===== src/rtl/depth_to_heatmap_color_defines.svh =====
// assertion helpers for the depth heatmap block
`ifndef DEPTH_TO_HEATMAP_COLOR_DEFINES_SVH
`define DEPTH_TO_HEATMAP_COLOR_DEFINES_SVH

// same-cycle implication, checked outside reset
`define DTHC_ASSERT_IMPL(label, ante, cons) \
  label: assert property (@(posedge clk) disable iff (!rst_n) (ante) |-> (cons)) \
    else $error("depth heatmap check failed");

// next-cycle implication, checked outside reset
`define DTHC_ASSERT_NEXT(label, ante, cons) \
  label: assert property (@(posedge clk) disable iff (!rst_n) (ante) |=> (cons)) \
    else $error("depth heatmap check failed");

`endif


===== src/rtl/dthc_pkg.sv =====
`timescale 1ns / 1ps
package dthc_pkg;

  // field widths
  localparam int DEPTH_W = 16;
  localparam int CFG_W   = 16;
  localparam int CHAN_W  = 8;
  localparam int PROD_W  = 32;

  // distances in micrometres below 2^26 for any mm register value
  localparam int UM_W    = 26;
  localparam int UM_PER_MM = 1000;

  // position t in Q16
  localparam int Q_BITS  = 16;
  localparam int T_W     = Q_BITS + 1;
  localparam int X_W     = Q_BITS + 2;

  // one quotient bit per divider stage
  localparam int DIV_STEPS = Q_BITS;

  // register indexes
  typedef enum logic [1:0] {
    REG_UNIT    = 2'd0,
    REG_NEAR    = 2'd1,
    REG_FAR     = 2'd2,
    REG_INVALID = 2'd3
  } dthc_reg_t;

  // classification that travels with each word through the divider
  typedef struct packed {
    logic invalid;  // black pixel
    logic zero;     // t = 0
    logic sat;      // t = 1
  } dthc_tag_t;

endpackage


===== src/rtl/dthc_if.sv =====
`timescale 1ns / 1ps
// depth sample channel
interface dthc_in_if import dthc_pkg::*; ();
  logic               valid;
  logic               ready;
  logic [DEPTH_W-1:0] raw_depth;

  modport source (output valid, output raw_depth, input ready);
  modport sink   (input valid, input raw_depth, output ready);
endinterface

// heatmap pixel channel
interface dthc_out_if import dthc_pkg::*; ();
  logic              valid;
  logic              ready;
  logic [CHAN_W-1:0] red;
  logic [CHAN_W-1:0] green;
  logic [CHAN_W-1:0] blue;
  logic              invalid;

  modport source (output valid, output red, output green, output blue, output invalid,
                  input ready);
  modport sink   (input valid, input red, input green, input blue, input invalid,
                  output ready);
endinterface


===== src/rtl/dthc_div.sv =====
`timescale 1ns / 1ps
// restoring divider, one quotient bit per stage: q = floor(diff * 2^16 / den)
module dthc_div import dthc_pkg::*; (
  input  logic              clk,
  input  logic              rst_n,
  input  logic              en,
  input  logic              in_valid,
  input  dthc_tag_t         in_tag,
  input  logic [UM_W-1:0]   in_diff,
  input  logic [UM_W-1:0]   in_den,
  output logic              out_valid,
  output dthc_tag_t         out_tag,
  output logic [Q_BITS-1:0] out_q
);

  logic              v_r   [DIV_STEPS];
  dthc_tag_t         tag_r [DIV_STEPS];
  logic [UM_W-1:0]   rem_r [DIV_STEPS];
  logic [UM_W-1:0]   den_r [DIV_STEPS];
  logic [Q_BITS-1:0] q_r   [DIV_STEPS];

  logic [UM_W-1:0]   rem_nxt [DIV_STEPS];
  logic [Q_BITS-1:0] q_nxt   [DIV_STEPS];
  logic [UM_W-1:0]   rem_prev [DIV_STEPS];
  logic [UM_W-1:0]   den_prev [DIV_STEPS];
  logic [Q_BITS-1:0] q_prev   [DIV_STEPS];
  logic [UM_W:0]     shifted  [DIV_STEPS];
  logic              take     [DIV_STEPS];

  // per-stage shift, compare and subtract
  always_comb begin
    rem_prev[0] = in_diff;
    den_prev[0] = in_den;
    q_prev[0]   = '0;
    for (int k = 1; k < DIV_STEPS; k++) begin
      rem_prev[k] = rem_r[k-1];
      den_prev[k] = den_r[k-1];
      q_prev[k]   = q_r[k-1];
    end
    for (int k = 0; k < DIV_STEPS; k++) begin
      shifted[k] = {rem_prev[k], 1'b0};
      take[k]    = (shifted[k] >= {1'b0, den_prev[k]});
      rem_nxt[k] = take[k] ? UM_W'(shifted[k] - {1'b0, den_prev[k]}) : UM_W'(shifted[k]);
      q_nxt[k]   = {q_prev[k][Q_BITS-2:0], take[k]};
    end
  end

  // valid bits
  always_ff @(posedge clk) begin
    if (!rst_n) begin
      for (int k = 0; k < DIV_STEPS; k++) v_r[k] <= 1'b0;
    end else if (en) begin
      v_r[0] <= in_valid;
      for (int k = 1; k < DIV_STEPS; k++) v_r[k] <= v_r[k-1];
    end
  end

  // stage data
  always_ff @(posedge clk) begin
    if (en) begin
      tag_r[0] <= in_tag;
      for (int k = 1; k < DIV_STEPS; k++) tag_r[k] <= tag_r[k-1];
      for (int k = 0; k < DIV_STEPS; k++) begin
        den_r[k] <= den_prev[k];
        rem_r[k] <= rem_nxt[k];
        q_r[k]   <= q_nxt[k];
      end
    end
  end

  assign out_valid = v_r[DIV_STEPS-1];
  assign out_tag   = tag_r[DIV_STEPS-1];
  assign out_q     = q_r[DIV_STEPS-1];

endmodule


===== src/rtl/depth_to_heatmap_color.sv =====
`timescale 1ns / 1ps
// channel   dir  handshake       payload
// in_ch     in   valid / ready   raw_depth[15:0]
// out_ch    out  valid / ready   red[7:0] green[7:0] blue[7:0] invalid
// cfg       in   cfg_we          cfg_index[1:0] cfg_wdata[15:0]
//
// one word per clock unless out_ch stalls; stages from acceptance to out_ch.valid:
// input register, 16x16 multiply, range classify, 16 divider stages (one quotient
// bit each), segment select, color output register.
// rst_n is synchronous; it clears the valid bits and loads the register defaults.
// a stall at out_ch freezes every stage at once, so in_ch.ready follows out_ch.ready
// whenever the output register is full.
`include "depth_to_heatmap_color_defines.svh"
module depth_to_heatmap_color import dthc_pkg::*; (
  input  logic              clk,
  input  logic              rst_n,
  dthc_in_if.sink           in_ch,
  dthc_out_if.source        out_ch,
  input  logic              cfg_we,
  input  dthc_reg_t         cfg_index,
  input  logic [CFG_W-1:0]  cfg_wdata
);

  // configuration registers
  logic [CFG_W-1:0] unit_um_r, near_mm_r, far_mm_r, invalid_um_r;
  logic [UM_W-1:0]  near_um_r, far_um_r, den_um_r;

  always_ff @(posedge clk) begin
    if (!rst_n) begin
      unit_um_r    <= CFG_W'(1000);
      near_mm_r    <= CFG_W'(300);
      far_mm_r     <= CFG_W'(10000);
      invalid_um_r <= CFG_W'(1000);
    end else if (cfg_we) begin
      unique case (cfg_index)
        REG_UNIT:    unit_um_r    <= cfg_wdata;
        REG_NEAR:    near_mm_r    <= cfg_wdata;
        REG_FAR:     far_mm_r     <= cfg_wdata;
        REG_INVALID: invalid_um_r <= cfg_wdata;
        default:     ;
      endcase
    end
  end

  // distances in micrometres, settled well before a word reaches the classify stage
  always_ff @(posedge clk) begin
    near_um_r <= UM_W'(near_mm_r * UM_W'(UM_PER_MM));
    far_um_r  <= UM_W'(far_mm_r * UM_W'(UM_PER_MM));
    den_um_r  <= UM_W'(far_um_r - near_um_r);
  end

  // global advance: move unless the output word is held
  logic en;
  assign en          = !out_ch.valid || out_ch.ready;
  assign in_ch.ready = en;

  // stage 1: input register
  logic               s1_v_r;
  logic [DEPTH_W-1:0] s1_raw_r;
  // stage 2: distance
  logic               s2_v_r;
  logic [PROD_W-1:0]  s2_d_r;
  // stage 3: classify and divider operands
  logic               s3_v_r;
  dthc_tag_t          s3_tag_r;
  logic [UM_W-1:0]    s3_diff_r;
  logic [UM_W-1:0]    s3_den_r;
  dthc_tag_t          s3_tag_nxt;
  // quotient pipeline
  logic               div_v;
  dthc_tag_t          div_tag;
  logic [Q_BITS-1:0]  div_q;
  // stage 4: segment and fraction
  logic               s4_v_r;
  logic               s4_invalid_r;
  logic [1:0]         s4_seg_r;
  logic [T_W-1:0]     s4_f_r;
  // output register
  logic               out_v_r;
  logic [CHAN_W-1:0]  red_r, green_r, blue_r;
  logic               invalid_r;

  always_ff @(posedge clk) begin
    if (!rst_n) begin
      s1_v_r  <= 1'b0;
      s2_v_r  <= 1'b0;
      s3_v_r  <= 1'b0;
      s4_v_r  <= 1'b0;
      out_v_r <= 1'b0;
    end else if (en) begin
      s1_v_r  <= in_ch.valid;
      s2_v_r  <= s1_v_r;
      s3_v_r  <= s2_v_r;
      s4_v_r  <= div_v;
      out_v_r <= s4_v_r;
    end
  end

  // range classification
  always_comb begin
    s3_tag_nxt.invalid = (s2_d_r <= PROD_W'(invalid_um_r));
    s3_tag_nxt.zero    = (s2_d_r <= PROD_W'(near_um_r));
    s3_tag_nxt.sat     = (s2_d_r >= PROD_W'(far_um_r));
  end

  always_ff @(posedge clk) begin
    if (en) begin
      s1_raw_r  <= in_ch.raw_depth;
      s2_d_r    <= PROD_W'(s1_raw_r) * PROD_W'(unit_um_r);
      s3_tag_r  <= s3_tag_nxt;
      s3_diff_r <= UM_W'(s2_d_r - PROD_W'(near_um_r));
      s3_den_r  <= den_um_r;
    end
  end

  dthc_div u_div (
    .clk       (clk),
    .rst_n     (rst_n),
    .en        (en),
    .in_valid  (s3_v_r),
    .in_tag    (s3_tag_r),
    .in_diff   (s3_diff_r),
    .in_den    (s3_den_r),
    .out_valid (div_v),
    .out_tag   (div_tag),
    .out_q     (div_q)
  );

  // position, segment and fraction
  logic [T_W-1:0] t_val;
  logic [X_W-1:0] x_val;
  logic [1:0]     seg_val;
  logic [T_W-1:0] f_val;

  always_comb begin
    priority if (div_tag.zero) begin
      t_val = '0;
    end else if (div_tag.sat) begin
      t_val = T_W'(1) << Q_BITS;
    end else begin
      t_val = {1'b0, div_q};
    end
    x_val   = X_W'(t_val) + (X_W'(t_val) << 1);
    seg_val = (x_val[X_W-1:Q_BITS] > 2'd2) ? 2'd2 : x_val[X_W-1:Q_BITS];
    f_val   = T_W'(x_val - (X_W'(seg_val) << Q_BITS));
  end

  always_ff @(posedge clk) begin
    if (en) begin
      s4_invalid_r <= div_tag.invalid;
      s4_seg_r     <= seg_val;
      s4_f_r       <= f_val;
    end
  end

  // ramps: floor(f * 255 / 2^16) as (f << 8) - f
  localparam int RAMP_W = T_W + CHAN_W;
  logic [T_W-1:0]    f_down;
  logic [RAMP_W-1:0] up_prod, down_prod;
  logic [CHAN_W-1:0] ramp_up, ramp_down;
  logic [CHAN_W-1:0] red_nxt, green_nxt, blue_nxt;

  always_comb begin
    f_down    = T_W'((T_W'(1) << Q_BITS) - s4_f_r);
    up_prod   = (RAMP_W'(s4_f_r) << CHAN_W) - RAMP_W'(s4_f_r);
    down_prod = (RAMP_W'(f_down) << CHAN_W) - RAMP_W'(f_down);
    ramp_up   = up_prod[Q_BITS +: CHAN_W];
    ramp_down = down_prod[Q_BITS +: CHAN_W];
    if (s4_invalid_r) begin
      red_nxt   = '0;
      green_nxt = '0;
      blue_nxt  = '0;
    end else begin
      unique case (s4_seg_r)
        2'd0: begin
          red_nxt   = '1;
          green_nxt = ramp_up;
          blue_nxt  = '0;
        end
        2'd1: begin
          red_nxt   = ramp_down;
          green_nxt = '1;
          blue_nxt  = '0;
        end
        default: begin
          red_nxt   = '0;
          green_nxt = ramp_down;
          blue_nxt  = ramp_up;
        end
      endcase
    end
  end

  always_ff @(posedge clk) begin
    if (en) begin
      red_r     <= red_nxt;
      green_r   <= green_nxt;
      blue_r    <= blue_nxt;
      invalid_r <= s4_invalid_r;
    end
  end

  assign out_ch.valid   = out_v_r;
  assign out_ch.red     = red_r;
  assign out_ch.green   = green_r;
  assign out_ch.blue    = blue_r;
  assign out_ch.invalid = invalid_r;

  // checks
  `DTHC_ASSERT_IMPL(a_invalid_black, out_ch.valid && out_ch.invalid,
                    out_ch.red == '0 && out_ch.green == '0 && out_ch.blue == '0)
  `DTHC_ASSERT_IMPL(a_stall_blocks_input, out_ch.valid && !out_ch.ready, !in_ch.ready)
  `DTHC_ASSERT_IMPL(a_ramp_shape, out_ch.valid && !out_ch.invalid,
                    out_ch.red == '1 || out_ch.green == '1 || out_ch.red == '0)

endmodule


===== src/flat_wrapper.sv =====
// flat-port wrapper written by rule: the top's interface ports become plain ports
module depth_to_heatmap_color_flat import dthc_pkg::*;
  (clk, rst_n, cfg_we, cfg_index, cfg_wdata, in_ch_valid, in_ch_raw_depth, in_ch_ready, out_ch_valid, out_ch_red, out_ch_green, out_ch_blue, out_ch_invalid, out_ch_ready);
  dthc_in_if in_ch_i ();
  dthc_out_if out_ch_i ();
  input  logic clk;
  input  logic rst_n;
  input  logic cfg_we;
  input  dthc_reg_t cfg_index;
  input  logic [CFG_W-1:0] cfg_wdata;
  input wire logic [$bits(in_ch_i.valid)-1:0] in_ch_valid;
  input wire logic [$bits(in_ch_i.raw_depth)-1:0] in_ch_raw_depth;
  output wire logic [$bits(in_ch_i.ready)-1:0] in_ch_ready;
  output wire logic [$bits(out_ch_i.valid)-1:0] out_ch_valid;
  output wire logic [$bits(out_ch_i.red)-1:0] out_ch_red;
  output wire logic [$bits(out_ch_i.green)-1:0] out_ch_green;
  output wire logic [$bits(out_ch_i.blue)-1:0] out_ch_blue;
  output wire logic [$bits(out_ch_i.invalid)-1:0] out_ch_invalid;
  input wire logic [$bits(out_ch_i.ready)-1:0] out_ch_ready;
  assign in_ch_i.valid = in_ch_valid;
  assign in_ch_i.raw_depth = in_ch_raw_depth;
  assign in_ch_ready = in_ch_i.ready;
  assign out_ch_valid = out_ch_i.valid;
  assign out_ch_red = out_ch_i.red;
  assign out_ch_green = out_ch_i.green;
  assign out_ch_blue = out_ch_i.blue;
  assign out_ch_invalid = out_ch_i.invalid;
  assign out_ch_i.ready = out_ch_ready;
  depth_to_heatmap_color u_core (.clk(clk), .rst_n(rst_n), .in_ch(in_ch_i), .out_ch(out_ch_i), .cfg_we(cfg_we), .cfg_index(cfg_index), .cfg_wdata(cfg_wdata));
endmodule

===== config.mk =====
export PLATFORM = sky130hd
export DESIGN_NAME = depth_to_heatmap_color_flat
export DESIGN_NICKNAME = d
export VERILOG_FILES = /design/src/rtl/dthc_pkg.sv /design/src/rtl/dthc_if.sv /design/src/rtl/dthc_div.sv /design/src/rtl/depth_to_heatmap_color.sv /design/src/flat_wrapper.sv
export VERILOG_INCLUDE_DIRS = /design/src /design/src/rtl
export SDC_FILE = /design/constraint.sdc
export NUM_CORES = 2
export LEC_CHECK = 0
export BUFFER_PORTS_ARGS = -buffer_cell sky130_fd_sc_hd__buf_2
export CORE_ASPECT_RATIO = 0.75
export CORE_UTILIZATION = 35
export CTS_CLUSTER_SIZE = 12
export DETAILED_ROUTE_END_ITERATION = 8
export SYNTH_ARGS = -nofsm -noshare
export SYNTH_HDL_FRONTEND = slang
export SYNTH_SLANG_ARGS = --single-unit

===== constraint.sdc =====
create_clock -name clk -period 43.3 [get_ports clk]
set_input_delay 8.66 -clock clk [delete_from_list [all_inputs] [get_ports clk]]
set_output_delay 8.66 -clock clk [all_outputs]
set_load 0.03 [all_outputs]

==> impl_metrics.env <==
export IMPL_outcome="finished clean"
export IMPL_clock_sinks=1176
export IMPL_place_ws_ps=24870
export IMPL_syn_area_per_cell_um2=11.0
export IMPL_fmax_mhz=54.2
export IMPL_cts_resized=0
export IMPL_drc=0
export IMPL_totalWireLength_um=161000
export IMPL_dp_hpwl_um=122000
export IMPL_async_reset_ff_frac=0
export IMPL_drv_slew=0
export IMPL_required_ps=34640
export IMPL_syn2layout_area_growth_pct=9.74
export IMPL_synth_area_um2=74500
export IMPL_slew_headroom=0.103
export IMPL_core_area_um2=211000
export IMPL_n_fill_cell=20074
export IMPL_ff2ff_setup_slack_ps=36030
export IMPL_grt_max_degree=87
export IMPL_cp_arrival_ps=9790
export IMPL_min_period_over_period=0.426
export IMPL_slowest_stage="buf_2"
export IMPL_avgRoutedWirePerCell_um=16.5
export IMPL_synth_seq_cells=1176
export IMPL_worstMarginPinSlew_ps=1350
export IMPL_rows=146
export IMPL_die_area_um2=215000
export IMPL_crit_path_start_kind="input port"
export IMPL_dp_cells=9559
export IMPL_drive_above_1_share=0.0578
export IMPL_gp_congestion=0.878
export IMPL_path_cells="buf_2 > nor2b_1 > buf_4 > inv_8 > buf_2"
export IMPL_ios=66
export IMPL_ys_types=91
export IMPL_setup_ws_ps=24850
export IMPL_cts_tree="built"
export IMPL_firstDrtPassIters=8
export IMPL_syn_nets=7841
export IMPL_vias_per_cell=5.04
export IMPL_clk_pin_slew_ps=60
export IMPL_post_cts_buffers=0
export IMPL_r2r_end="u_core.s2_d_r[30]"
export IMPL_grt_pass1_vias=48202
export IMPL_fin_cells=9763
export IMPL_slowest_delay_ps=340
export IMPL_antenna_found_initial=1
export IMPL_overflow=0
export IMPL_worst_path_max_fanout=60
export IMPL_synth_edf_count=1029
export IMPL_h_tree_depth=3
export IMPL_ys_flop_type="edfxtp_1"
export IMPL_timing_rr_start="u_core.unit_um_r[2]"
export IMPL_num_vias=49174
export IMPL_rsz0062_at_grt="no"
export IMPL_yosysWarnings=0
export IMPL_cts_path_max_buffers=3
export IMPL_syn_inst=6786
export IMPL_ctsHoldBuffers=0
export IMPL_hold_path_depth=0
export IMPL_end_kind="primary output"
export IMPL_dieWidth_um=535
export IMPL_fin_skew_ps=71.4
export IMPL_yosysSeqAreaShare=0.454
export IMPL_min_path_type="reg2reg"
export IMPL_setup_viol=0
export IMPL_clkLatencyLatePin_ps=770
export IMPL_cpMostUsedCell="buf_2"
export IMPL_period_needed_ps=18450
export IMPL_ff2ff_path_depth=20
export IMPL_cts_root_buf="clkbuf_16"
export IMPL_grt_pass1_wl_um=260000
export IMPL_drtIter0Drc=3843
export IMPL_hold_viol=0
export IMPL_finalSetupTns_ps=0
export IMPL_critPathKind="in2out"
export IMPL_min_from="u_core.u_div.tag_r[0][16]"
export IMPL_chipHeight_um=402
export IMPL_drtAntennaViolNets=0
export IMPL_diodes=0
export IMPL_drv_cap=0
export IMPL_min_to="u_core.u_div.tag_r[0][19]"
export IMPL_grt_use_total=0.148
export IMPL_fin_nets=7924
export IMPL_cts_buffers_inserted=120
export IMPL_port_buffers=65
export IMPL_start_util=0.353
-- cells in the mapped netlist (all sizes together), types with 39 or more instances --
cell type / instances / share of area
edfxtp: 1029 / 0.41
inv: 874 / 0.044
ha: 696 / 0.12
nand2: 613 / 0.031
a21oi: 379 / 0.025
o21ai: 374 / 0.025
fa: 320 / 0.086
nor2: 312 / 0.016
xnor2: 275 / 0.032
and2: 182 / 0.015
dfxtp: 147 / 0.039
a21o: 139 / 0.014
xor2: 137 / 0.016
clkbuf: 115 / 0.0058
mux2: 95 / 0.015
nand3: 95 / 0.0064
nor3: 92 / 0.0062
a21boi: 77 / 0.0078
nand2b: 75 / 0.0063
o21a: 71 / 0.0072
nor2b: 65 / 0.0056
nand4: 58 / 0.0049
o21bai: 57 / 0.0057
o31ai: 47 / 0.0048
a211oi: 39 / 0.0039
-- metrics by stage --
step           cell area [um2]  hold slack (ps)   util
6_report                 81800              365  0.387
4_1_cts                  81800              359  0.387
3_3_place_gp             78200              387  0.370
2_1_floorplan            74500              386      -
5_1_grt                  81800              391  0.387
3_5_place_dp             78200              389  0.370
-- routing by layer --
layer | vias to the layer above | track usage | part of all wire
met5 | - | 0 | 0
met4 | 0 | 0.0345 | 0.021
met3 | 221 | 0.0216 | 0.047
met2 | 1076 | 0.231 | 0.44
met1 | 23920 | 0.217 | 0.49
li1 | 23957 | - | -
-- how the worst max path moves through the flow --
stage | to | depth (start not counted) | slack, ps | start
after global placement | in_ch_ready | 5 | 24880 | out_ch_ready
after floorplan | in_ch_ready | 4 | 1140 | out_ch_ready
final | in_ch_ready | 5 | 24850 | out_ch_ready
after detailed placement | in_ch_ready | 5 | 24870 | out_ch_ready
after CTS | in_ch_ready | 5 | 24870 | out_ch_ready
after global routing | in_ch_ready | 5 | 24800 | out_ch_ready
-- layout make-up --
class | count | area, um2 | area share
Clock buffer | 156 | 3180 | 0.0389
Inverter | 874 | 3290 | 0.0402
Tap cell | 2812 | 3520 | 0.0430
Multi-Input combinational cell | 4600 | 37000 | 0.452
Clock inverter | 48 | 428 | 0.00523
Sequential cell | 1176 | 33800 | 0.414
Timing Repair Buffer | 97 | 566 | 0.00692
-- logic make-up (layout without fill, tap and decap cells) --
| family | count (synthesis) | count (layout) | share of synthesized area |
|---|---|---|---|
| flip-flops | 1176 | 1176 | 0.454 |
| AND/OR/NAND/NOR | 1658 | 1658 | 0.107 |
| AO/OA/AOI/OAI | 1407 | 1407 | 0.120 |
| XOR/XNOR | 412 | 412 | 0.0484 |
| multiplexers | 107 | 107 | 0.0165 |
| buffers and inverters | 1010 | 1175 | 0.0513 |
| adder cells (fa/ha/maj) | 1016 | 1016 | 0.203 |
-- sequential cells by signal (all words and copies together), names as in the netlist, 26 cells and up --
register and count:
u_core.u_div.tag_r 48, u_core.s2_d_r 32, u_core.u_div.q_r 136, u_core.u_div.den_r 345
u_core.u_div.rem_r 348, u_core.s3_diff_r 26
-- critical path: cells and delay by family --
| family | cells | cell delay [ps] |
|---|---|---|
| buf+inv | 4 | 870 |
| simple gates | 1 | 40 |
-- layout by cell type, fill, tap and decap left out, drive strengths merged, types with 97 or more instances in the layout --
cell type  count
xor2         137
fa           320
nor2         312
xnor2        275
dfxtp        147
and2         182
a21o         139
edfxtp      1029
a21oi        379
buf           97
o21ai        374
clkbuf       156
ha           696
nand2        613
inv          877
Power is not shown: default switching activity piles up to over one toggle a cycle in this logic, so the estimate is an artifact.
